File: src/rtl/bgp_pkg.sv
// ----------------------------------------------------------------------------
// bgp_pkg
// Shared types and constants for the block-graphics pixel plotter.
// ----------------------------------------------------------------------------
`default_nettype none

package bgp_pkg;

  localparam int unsigned DefCellsPerRow = 64;
  localparam int unsigned DefCellRows    = 16;

  localparam int unsigned CellW = 8;

  localparam logic [CellW-1:0] GfxLow    = 8'd128;
  localparam logic [CellW-1:0] GfxHigh   = 8'd191;
  localparam logic [CellW-1:0] SpaceCode = 8'd32;

  // floor(y / 3) == (y * 43) >> 7 for 0 <= y < 64
  localparam int unsigned RecipThird = 43;
  localparam int unsigned RecipShift = 7;

  typedef enum logic [1:0] {
    CMD_CLEAR = 2'd0,
    CMD_PLOT  = 2'd1,
    CMD_LINE  = 2'd2,
    CMD_READ  = 2'd3
  } cmd_e;

  typedef struct packed {
    logic       on_screen;
    logic [2:0] bit_sel;
  } pix_loc_t;

endpackage

`default_nettype wire

File: src/rtl/bgp_pixel_map.sv
// ----------------------------------------------------------------------------
// bgp_pixel_map
// Maps a pixel coordinate to its cell address, bit position and visibility.
// ----------------------------------------------------------------------------
`default_nettype none

module bgp_pixel_map #(
  parameter int unsigned CELLS_PER_ROW = 64,
  parameter int unsigned CELL_ROWS     = 16,
  parameter int unsigned AW            = 10
) (
  input  wire logic [7:0]         pixel_x_i,
  input  wire logic [5:0]         pixel_y_i,
  output logic      [AW-1:0]      cell_addr_o,
  output bgp_pkg::pix_loc_t       loc_o
);
  import bgp_pkg::*;

  logic [12:0] prod;
  logic [4:0]  row;
  logic [5:0]  three_row;
  logic [1:0]  sub_row;
  logic [6:0]  col;

  always_comb begin
    prod      = 13'(pixel_y_i) * 13'(RecipThird);
    row       = 5'(prod >> RecipShift);
    three_row = {row, 1'b0} + {1'b0, row};
    sub_row   = 2'(pixel_y_i - three_row);
    col       = pixel_x_i[7:1];

    loc_o.bit_sel   = 3'(pixel_x_i[0]) + {sub_row, 1'b0};
    loc_o.on_screen = (32'(col) < CELLS_PER_ROW) && (32'(row) < CELL_ROWS);
    cell_addr_o     = AW'(row) * AW'(CELLS_PER_ROW) + AW'(col);
  end

endmodule

`default_nettype wire

File: config.mk
export PLATFORM = sky130hd
export DESIGN_NAME = bgp_pixel_map
export DESIGN_NICKNAME = d
export VERILOG_FILES = /design/src/rtl/bgp_pkg.sv /design/src/rtl/bgp_pixel_map.sv
export SDC_FILE = /design/constraint.sdc
export NUM_CORES = 1
export LEC_CHECK = 0
export BUFFER_PORTS_ARGS = -buffer_cell sky130_fd_sc_hd__buf_4
export CELL_PAD_IN_SITES_DETAIL_PLACEMENT = 1
export CELL_PAD_IN_SITES_GLOBAL_PLACEMENT = 2
export CORE_MARGIN = 1.5
export CORE_UTILIZATION = 28
export DETAILED_ROUTE_END_ITERATION = 12
export GPL_TIMING_DRIVEN = 0
export PLACE_DENSITY_LB_ADDON = 0.15
export SLEW_MARGIN = 25
export SYNTH_ARGS = -nofsm -noshare
export SYNTH_HDL_FRONTEND = slang
export SYNTH_SLANG_ARGS = --single-unit
File: constraint.sdc
create_clock -name vclk -period 5.1
set_input_delay 1.02 -clock vclk [all_inputs]
set_output_delay 1.02 -clock vclk [all_outputs]
set_load 0.005 [all_outputs]
==> impl_summary.md, run 1 <==
Power
Of the total power, the clock network draws 0. The part of the total power dissipated in combinational logic is 1.000. The leakage power is 0.000618 uW.

The switching part of the total is 0.437. The share of total power dissipated in sequential elements is 0. The total power is 383 uW. The maximum ir drop on the vdd rail is 0.000203 V. The design internal power is 215 uW. Dividing total power by cell area gives a power density of 304 nW/um^2. In this run the power spent charging and discharging nets is 167 uW.

Worst setup path
The slowest stage of the critical path belongs to the cell sky130_fd_sc_hd__fa_1. The peak per-stage delay on the critical path is 490 ps. The critical-path maximum fanout is 5. By startpoint and endpoint, the worst setup path is classified as input port to output port. The cell class contributing the biggest share of worst-path delay is adder cells. The data required time at the worst endpoint is 4080 ps. The arrival time at the worst endpoint is 4100 ps. Traced cell by cell, the critical path runs through buf_12 > ha_4 > inv_2 > fa_1 > inv_2 > fa_2 > ha_4 > nand3_2 > o221a_4 > xnor2_4 > ha_4 > and4b_1 > a211oi_2 > xnor2_1 > buf_4. The number of buffers and inverters on the critical path is 4.

STA classifies the critical path endpoint as an output port. The most numerous cell on the critical path is sky130_fd_sc_hd__ha_4. The critical path launch point type is an input port.

Min path
The path type of the worst min-delay path is input port to output port.

Cells and area
Of the cells placed in the final design, the portion with a size suffix greater than 1 is 0.492. Summing all flip-flop and latch instances after layout gives 0 sq um. The diode insertion count for antenna repair is 0.

The synthesis-to-layout area growth is 51.8%. The most common cell after layout, fill and taps aside is sky130_fd_sc_hd__buf_4. At the end of the flow, the number of nets in the layout was 169. Counting the fill cells in the layout gives 317.

The library cells used most frequently in the layout, excluding fill and tap cells, are 32 x sky130_fd_sc_hd__buf_4, 20 x sky130_fd_sc_hd__ha_1, 16 x sky130_fd_sc_hd__inv_1. The number of clock buffers in the layout is 0. The design has 0 sequential cells. The final instance count without filler cells is 151.

STA
Hold is met by 2210 ps. The worst path in the final design needs a cycle of 5120 ps, including I/O delays and setup. Setup repair after global routing could not meet its margin everywhere.

The ratio of final minimum period to clock period is 1.00. Once routing completed, OpenROAD measured the worst setup slack at -20.5 ps. In this run the tightest slew margin relative to its limit is 0.779. The achievable clock frequency is 195 MHz. The actual slew at the worst max-slew pin is 330 ps. The number of pins exceeding their max-slew limit in the final report is 0. Setup violations remaining at the end of the flow were counted as 1. The final count of hold timing violations was 0.

Global routing
The maximum number of pins on one net before global-route repair is 7. The wire length of the first global-routing pass is 3440 microns. The via count of the first global-routing pass is 793. In the global route stage, overall resource usage came out at 0.129.

The total overflow reported by the global router is 0. The number of antenna violations at the first check in global routing is 0.

Synth
A synthesized cell averages 8.91 sq um. For this run, the register share of the synthesized area comes to 0. Counting every net in the synthesized netlist gives 140. The cell area that synthesis handed to floorplanning was 828 sq um. The number of distinct library cells after synthesis is 25. In the synthesized netlist, the number of instances is 93.

The Yosys step of the flow raised 0 warnings.

Floorplanning
In this run the count of I/O pins placed on the die edge is 28. The die covers 3290 sq um. The initial utilization of the core area, before any placement, comes to 0.298. The die is 57.4 microns wide. The region available for standard cell placement spans 2780 sq um. In this run the core area contains 19 standard-cell rows. The die height is 57.4 microns.

Detailed routing
After detailed routing, the number of vias per cell comes to 4.91. The first detailed-routing pass took 2 iterations. The number of design-rule violations left by the first detailed-router iteration is 23. The total routed wirelength is 1920 microns. The number of nets with antenna violations after routing is 0. The routed via count is 742.

The detailed-route DRC error count is 0. Dividing the detail-routed wire length by the instance count gives 12.7 microns.

Flow run
The max capacitance violation total is 0.

Placement
The number of placed cells counting well taps is 145. The port buffer count is 21. Routability-driven placement finished with a final weighted congestion of 0.682. OpenSTA, run right after detailed placement, puts the worst setup slack at -461 ps. The placed wire-length estimate is 1650 microns.

Outcome
The final reports fail on setup timing. The run finished, with violations left.
[final timing paths]
kind | startpoint | end | slack, ps | cells after the start
setup / recovery | pixel_y_i[3] | cell_addr_o[9] | -20 | 15
hold / removal | pixel_x_i[1] | cell_addr_o[0] | 2210 | 2
[routing by layer]
layer / vias up / share of wire / track usage / routed length (microns)
li1: 365 / - / - / -
met1: 361 / 0.42 / 0.160 / 809
met3: 0 / 0.029 / 0 / 55
met2: 16 / 0.55 / 0.263 / 1050
met4: 0 / 0 / 0 / 0
met5: - / 0 / 0 / 0
[power by group through the flow]
stage | logic (uW) | registers [uW] | clock network (uW)
finish | 383 | 0 | 0
global route | 426 | 0 | 0
CTS | 379 | 0 | 0
detailed placement | 306 | 0 | 0
global placement | 295 | 0 | 0
floorplan | 190 | 0 | 0
[what timing repair did]
| action | in CTS | in global routing |
|---|---|---|
| endpoints found under the setup margin | 5 | 3 |
| pin swaps | 19 | 12 |
| endpoints found under the hold margin | 0 | 0 |
| hold buffers | 0 | 0 |
| buffers inserted | 6 | 0 |
| gates resized for setup | 26 | 4 |
[synth_stat cells]
library cell,instances,area share
sky130_fd_sc_hd__a211oi_4,1,0.024
sky130_fd_sc_hd__o21ai_1,1,0.0060
sky130_fd_sc_hd__buf_4,7,0.063
sky130_fd_sc_hd__a21o_1,1,0.0091
sky130_fd_sc_hd__o221a_2,1,0.014
sky130_fd_sc_hd__nand3_1,2,0.012
sky130_fd_sc_hd__xnor2_1,7,0.074
sky130_fd_sc_hd__xor2_1,1,0.011
sky130_fd_sc_hd__o22ai_1,1,0.0076
sky130_fd_sc_hd__a21oi_1,3,0.018
sky130_fd_sc_hd__nand2_1,3,0.014
sky130_fd_sc_hd__nor3_2,1,0.012
sky130_fd_sc_hd__a32o_1,1,0.012
sky130_fd_sc_hd__nor2b_1,1,0.0076
sky130_fd_sc_hd__nand4_1,2,0.015
sky130_fd_sc_hd__fa_1,4,0.097
sky130_fd_sc_hd__o211ai_2,1,0.015
sky130_fd_sc_hd__a31oi_1,1,0.0076
sky130_fd_sc_hd__o22a_1,1,0.011
sky130_fd_sc_hd__a211oi_2,1,0.015
sky130_fd_sc_hd__inv_1,20,0.091
sky130_fd_sc_hd__nor2_1,1,0.0045
sky130_fd_sc_hd__ha_1,29,0.44
sky130_fd_sc_hd__and4b_1,1,0.012
sky130_fd_sc_hd__and2_4,1,0.011
[metrics by stage]
| stage | instance area [sq um] | util | setup TNS, ps |
|---|---|---|---|
| global placement | 1020 | 0.368 | -1260 |
| detailed placement | 1020 | 0.368 | -1610 |
| global route | 1260 | 0.452 | -295 |
| floorplan | 828 | - | 0 |
| CTS | 1240 | 0.445 | -71.1 |
| finish | 1260 | 0.452 | -20.5 |
[area by class of cell]
| cell class | count | area [sq um] | area share |
|---|---|---|---|
| plain buffers | 7 | 52.6 | 0.0418 |
| inverters | 20 | 75.1 | 0.0597 |
| multi-input cells | 66 | 863 | 0.687 |
| well taps | 31 | 38.8 | 0.0308 |
| repair buffers | 27 | 228 | 0.181 |
[cell families (layout without fill, tap and decap cells)]
group           after synthesis  in the layout  share of synthesized area
compound gates               13             13                      0.139
xor+xnor                      8              8                     0.0846
fa+ha+maj                    33             33                      0.535
simple gates                 12             12                     0.0876
buf+inv                      27             54                      0.154
No activity file was read; power rests on OpenSTA's default activity.
==> inputs of run 2 (changes only) <==
CORE_ASPECT_RATIO = 0.7   (was not set)
==> impl_summary.md, run 2 (synthesis gave the netlist of run 1 again) <==
Detailed routing
The number of design-rule violations left by the first detailed-router iteration came to 2 (-91%). The wire length on met1 is 1030 microns (+28%). The total routed wirelength is 1970 microns (+2.9%). The routed wirelength normalized by instance count was 12.5 microns (-1.7%).

The wire length on met3 is 58 microns (+5.5%). The via density per instance is 4.56 (-7.3%). The number of nets with antenna violations after routing is 0 (unchanged). The detailed-route DRC error count is 0 (unchanged). The length of routed met2 wiring is 877 microns (-16%). After detailed routing, no signal wire sits above met3. The number of search-and-repair iterations in the first detailed-routing pass is 3 (+1).

The routed via count came to 720 (-3.0%).

Floorplanning
The core region area was 2800 sq um (+0.76%). The total number of placement rows came to 16 (-3). The top-level I/O count is 28 (unchanged).

The horizontal die dimension was 68.0 microns (+18%). The initial core utilization was 0.296 (-0.00226). The area enclosed by the die boundary is 3300 sq um (+0.15%). The die height is 48.5 microns (-15%).

STA
The final critical path time including I/O delays and setup is 5130 ps (+13.2 ps). The minimum setup slack in the final design was -33.7 ps (-13.2 ps). Setup repair after global routing could not meet its margin everywhere. The final count of hold timing violations came to 0 (unchanged). The worst hold slack after final layout is 2210 ps (-0.660 ps).

The tightest slew margin relative to the limit is 0.803 (+0.0236). The number of pins exceeding their max-slew limit in the final report is 0 (unchanged). The ratio of final minimum period to clock period is 1.01 (+0.00259). The achievable clock frequency came to 195 MHz (-0.26%).

The total setup violations reported at the end of the flow is 1 (unchanged). The actual slew at the worst max-slew pin is 295 ps (-35.3 ps). The total negative slack for setup checks is -33.7 ps (-13.2 ps).

Global routing
The total routing usage reported by global routing is 0.126 (-0.00365). The wire length of the first global-routing pass is 3310 microns (-3.8%). The number of antenna violations at the first check in global routing was 0 (unchanged). The maximum number of pins on one net before global-route repair is 7 (unchanged). The via count of the first global-routing pass is 733 (-7.6%).

The total overflow reported by the global router is 0 (unchanged).

Cells and area
The number of nets in the finished design was 171 (+1.2%). Relative to the synthesized area, the layout overhead comes to 51.2%. The diode insertion count for antenna repair is 0 (unchanged). The final standard cell utilization of the core is 0.447 (-0.00522). The layout sequential cell count is 0 (unchanged).

The share of layout cells above drive strength 1 is 0.475 (-0.0163). The number of clock buffers in the layout came to 0 (unchanged). The flip-flop and latch area is 0 sq um (unchanged). The final instance count without filler cells came to 158 (+4.6%). The most common cell after layout, fill and taps aside is sky130_fd_sc_hd__buf_4. In the layout the commonest cells are 33 x sky130_fd_sc_hd__buf_4, 21 x sky130_fd_sc_hd__ha_1, 17 x sky130_fd_sc_hd__inv_1.

Worst setup path
The critical-path maximum fanout is 4 (-1). The worst setup path is launched from an input port. STA classifies the critical path endpoint as an output port. Tracing the worst setup path back leads to its startpoint at pixel_y_i[1]. The critical path is of the input port to output port type.

The arrival time at the worst endpoint is 4110 ps (about the same). The data required time at the worst endpoint is 4080 ps (about the same).

Outcome
The run finished, with violations left. The checks that failed: setup timing.

Flow run
The max capacitance violation total came to 0 (unchanged).

Power
The power per cell area is 317 nW/um^2 (+4.3%). The maximum ir drop on the vdd rail is 0.000269 V (+33%). The leakage power was 0.000628 uW (+1.5%).

Clock network
The count of hold-fix buffers inserted at cts is 0 (unchanged).

Placement
The final weighted congestion in routability-driven placement is 0.729 (+6.9%). The placed wire-length estimate is 1580 microns (-4.5%). The port buffer count is 21 (unchanged). The number of placed cells counting well taps is 150 (+3.4%).

Min path
The path type of the worst min-delay path is input port to output port. In this run the most critical hold path is launched from pixel_x_i[5].
-- run 2: changes by cell type in the layout (fill, tap and decap cells not counted), sizes merged --
| cell | change |
|---|---|
| buf | +2 |
-- run 2: area by class of cell --
class / count / area [sq um]
Buffer: 7 / 52.6
Fill cell: 330 / 1550
Inverter: 20 / 75.1
Multi-Input combinational cell: 66 / 838
Tap cell: 36 / 45.0
Timing Repair Buffer: 29 / 241
-- run 2: metal layers --
metal	global-route usage	vias to the layer above
met5	0	-
met4	0	0
met3	0	0
met2	0.183	20
met1	0.218	328
li1	-	372
-- run 2: worst max-delay path, cell delays in order --
cell and delay, ps:
sky130_fd_sc_hd__buf_12 100, sky130_fd_sc_hd__ha_4 250, sky130_fd_sc_hd__inv_2 30, sky130_fd_sc_hd__fa_1 460, sky130_fd_sc_hd__inv_1 50, sky130_fd_sc_hd__fa_1 490
sky130_fd_sc_hd__ha_4 320, sky130_fd_sc_hd__inv_2 40, sky130_fd_sc_hd__o221a_4 300, sky130_fd_sc_hd__xnor2_4 160, sky130_fd_sc_hd__ha_4 190, sky130_fd_sc_hd__a32o_1 230
sky130_fd_sc_hd__a211oi_2 180, sky130_fd_sc_hd__xnor2_1 140, sky130_fd_sc_hd__buf_4 130
-- run 2: report_power, final --
part	internal, uW	switching [uW]	leakage, uW
logic	224	174	0.000628
registers	0	0	0
clock network	0	0	0
total	224	174	0.000628
-- run 2: what timing repair did --
action | in CTS | in global routing
setup buffers | 5 | 3
resized for setup | 21 | 5
endpoints found under the setup margin | 7 | 4
pin swaps | 16 | 10
-- run 2: worst paths after layout --
check                       endpoint  slack, ps  cells past startpoint
worst min-delay path  cell_addr_o[4]       2210                      2
worst max-delay path  cell_addr_o[9]        -30                     15
-- run 2: per-stage QoR --
stage,instance area [sq um],worst slack [ps],power [uW]
2_1_floorplan,828,91.3,190
3_3_place_gp,1030,-438,297
3_5_place_dp,1030,-478,303
4_1_cts,1180,-67.3,371
5_1_grt,1250,-127,438
6_report,1250,-33.7,398
==> inputs of run 3 (changes only) <==
CORE_MARGIN = 1   (was 1.5)
TNS_END_PERCENT = 1   (was not set)
==> impl_summary.md, run 3 (synthesis gave the netlist of run 1 again) <==
Floorplanning
The total number of placement rows is 16 (unchanged). The core region area is 2800 sq um (unchanged). The horizontal die dimension is 67.0 microns (-1.5%). The area enclosed by the die boundary is 3180 sq um (-3.5%).

The die height came to 47.5 microns (-2.1%). The top-level I/O count was 28 (unchanged). The initial core utilization is 0.296 (unchanged).

Global routing
The number of antenna violations at the first check in global routing came to 0 (unchanged). The routing usage on met2 came to 0.236 (+0.0532). The global routing met1 resource utilization is 0.199 (-0.0184).

The total overflow reported by the global router was 0 (unchanged). The maximum number of pins on one net before global-route repair was 7 (unchanged). The wire length of the first global-routing pass is 3220 microns (-2.5%). met2 is the most crowded layer. The met3 capacity usage during global routing is 0 (unchanged). The total routing usage reported by global routing is 0.134 (+0.00857).

The via count of the first global-routing pass is 719 (-1.9%).

Power
The sequential cell fraction of total power was 0 (unchanged). The switching part of the total is 0.438 (about the same). The clock network fraction of total power is 0 (unchanged). The leakage power is 0.000635 uW (+1.2%). The total power is 399 uW (+0.42%). The net switching component of the power is 175 uW (+0.36%). The maximum ir drop on the vdd rail is 0.000253 V (-5.8%). The power per cell area is 314 nW/um^2 (-1.3%). The design internal power came to 225 uW (+0.48%). The part of the total power dissipated in combinational logic came to 1.000 (about the same).

STA
The final count of hold timing violations is 0 (unchanged). Setup repair after global routing could not meet its margin everywhere. The minimum setup slack in the final design is 31.0 ps (+64.8 ps). The final critical path time including I/O delays and setup is 5070 ps (-64.8 ps). The achievable clock frequency is 197 MHz (+1.3%). The number of pins exceeding their max-slew limit in the final report is 0 (unchanged).

The actual slew at the worst max-slew pin is 283 ps (-11.6 ps). The worst hold slack after final layout is 2210 ps (+0.0800 ps). The ratio of final minimum period to clock period came to 0.994 (-0.0127).

The total setup violations reported at the end of the flow is 0 (-1). The tightest slew margin relative to the limit came to 0.811 (+0.00776).

Detailed routing
The routed via count is 723 (+0.42%). The total routed wirelength is 1990 microns (+0.86%). The number of design-rule violations left by the first detailed-router iteration is 14 (+12).

The number of nets with antenna violations after routing is 0 (unchanged). The detailed-route DRC error count is 0 (unchanged). The routed wirelength normalized by instance count came to 12.7 microns (+1.5%).

The via density per instance was 4.61 (+1.1%). The number of search-and-repair iterations in the first detailed-routing pass is 2 (-1).

Cells and area
The number of clock buffers in the layout is 0 (unchanged). The final standard cell utilization of the core is 0.454 (+0.00759). The number of nets in the finished design is 170 (-0.58%).

The share of layout cells above drive strength 1 is 0.488 (+0.0122). In the layout the commonest cells are 33 x sky130_fd_sc_hd__buf_4, 20 x sky130_fd_sc_hd__ha_1, 17 x sky130_fd_sc_hd__inv_1. The area used by multi-input combinational logic was 871 sq um (+3.9%).

The count of filler cells inserted in the layout is 323 (-2.1%). The layout sequential cell count is 0 (unchanged). The diode insertion count for antenna repair was 0 (unchanged). The final instance count without filler cells came to 157 (-0.63%). From synthesis to final layout, the design area changed by 53.8%. The flip-flop and latch area is 0 sq um (unchanged).

The most common cell after layout, fill and taps aside is sky130_fd_sc_hd__buf_4.

Worst setup path
The critical path launch point type is an input port. The data required time at the worst endpoint is 4080 ps (about the same). The arrival time at the worst endpoint is 4050 ps (-60 ps). The worst setup path is captured at an output port. The critical path start-end classification is input port to output port. The critical-path maximum fanout was 5 (+1).

Flow run
The max capacitance violation total came to 0 (unchanged).

Placement
The placed wire-length estimate is 1560 microns (-0.85%). The final weighted congestion in routability-driven placement is 0.692 (-5.2%). The port buffer count is 21 (unchanged). The number of placed cells counting well taps is 150 (unchanged). The worst slack at placement is -441 ps (+36.9 ps).

Clock network
The count of hold-fix buffers inserted at cts is 0 (unchanged).

Min path
The path type of the worst min-delay path is input port to output port.

Outcome
The run finished with clean final reports.
-- run 3: through the flow --
| stage | instance area, sq um | TNS, ps |
|---|---|---|
| CTS | 1210 | -28.5 |
| global placement | 1030 | -1410 |
| floorplan | 828 | 0 |
| detailed placement | 1030 | -1460 |
| finish | 1270 | 0 |
| global route | 1270 | -277 |
-- run 3: power by group through the flow --
| stage | registers (uW) | clock network (uW) | logic (uW) |
|---|---|---|---|
| 3_5_place_dp | 0 | 0 | 302 |
| 4_1_cts | 0 | 0 | 379 |
| 2_1_floorplan | 0 | 0 | 190 |
| 6_report | 0 | 0 | 399 |
| 3_3_place_gp | 0 | 0 | 297 |
| 5_1_grt | 0 | 0 | 443 |
-- run 3: final cells by class --
| type | instances | share of cell area |
|---|---|---|
| multi-input combinational | 66 | 0.684 |
| timing repair buffer | 28 | 0.181 |
| buffer | 7 | 0.0413 |
| inverter | 20 | 0.0589 |
| tap | 36 | 0.0354 |
-- run 3: final timing paths --
check,from,endpoint,slack [ps],cells after the start
hold / removal,pixel_x_i[5],cell_addr_o[4],2210,2
setup / recovery,pixel_y_i[1],loc_o[2],30,15
-- run 3: worst max-delay path, stage by stage --
cell	delay [ps]
sky130_fd_sc_hd__buf_12	100
sky130_fd_sc_hd__ha_4	250
sky130_fd_sc_hd__inv_2	30
sky130_fd_sc_hd__fa_1	470
sky130_fd_sc_hd__inv_1	50
sky130_fd_sc_hd__fa_1	480
sky130_fd_sc_hd__ha_4	320
sky130_fd_sc_hd__inv_2	40
sky130_fd_sc_hd__o221a_4	280
sky130_fd_sc_hd__xnor2_4	200
sky130_fd_sc_hd__ha_2	240
sky130_fd_sc_hd__xor2_2	150
sky130_fd_sc_hd__xnor2_1	150
sky130_fd_sc_hd__xnor2_1	140
sky130_fd_sc_hd__buf_4	130
-- run 3: timing repair --
item	in CTS	in global routing
setup buffers	6	1
hold endpoints to repair	0	0
pin swaps	16	4
setup endpoints to repair	5	3
resized for setup	23	6
-- run 3: metal layers --
| layer | wire length, microns | share of wire | up-vias |
|---|---|---|---|
| li1 | - | - | 370 |
| met2 | 896 | 0.45 | 20 |
| met1 | 1030 | 0.52 | 333 |
| met4 | 0 | 0 | 0 |
| met3 | 58 | 0.029 | 0 |
| met5 | 0 | 0 | - |
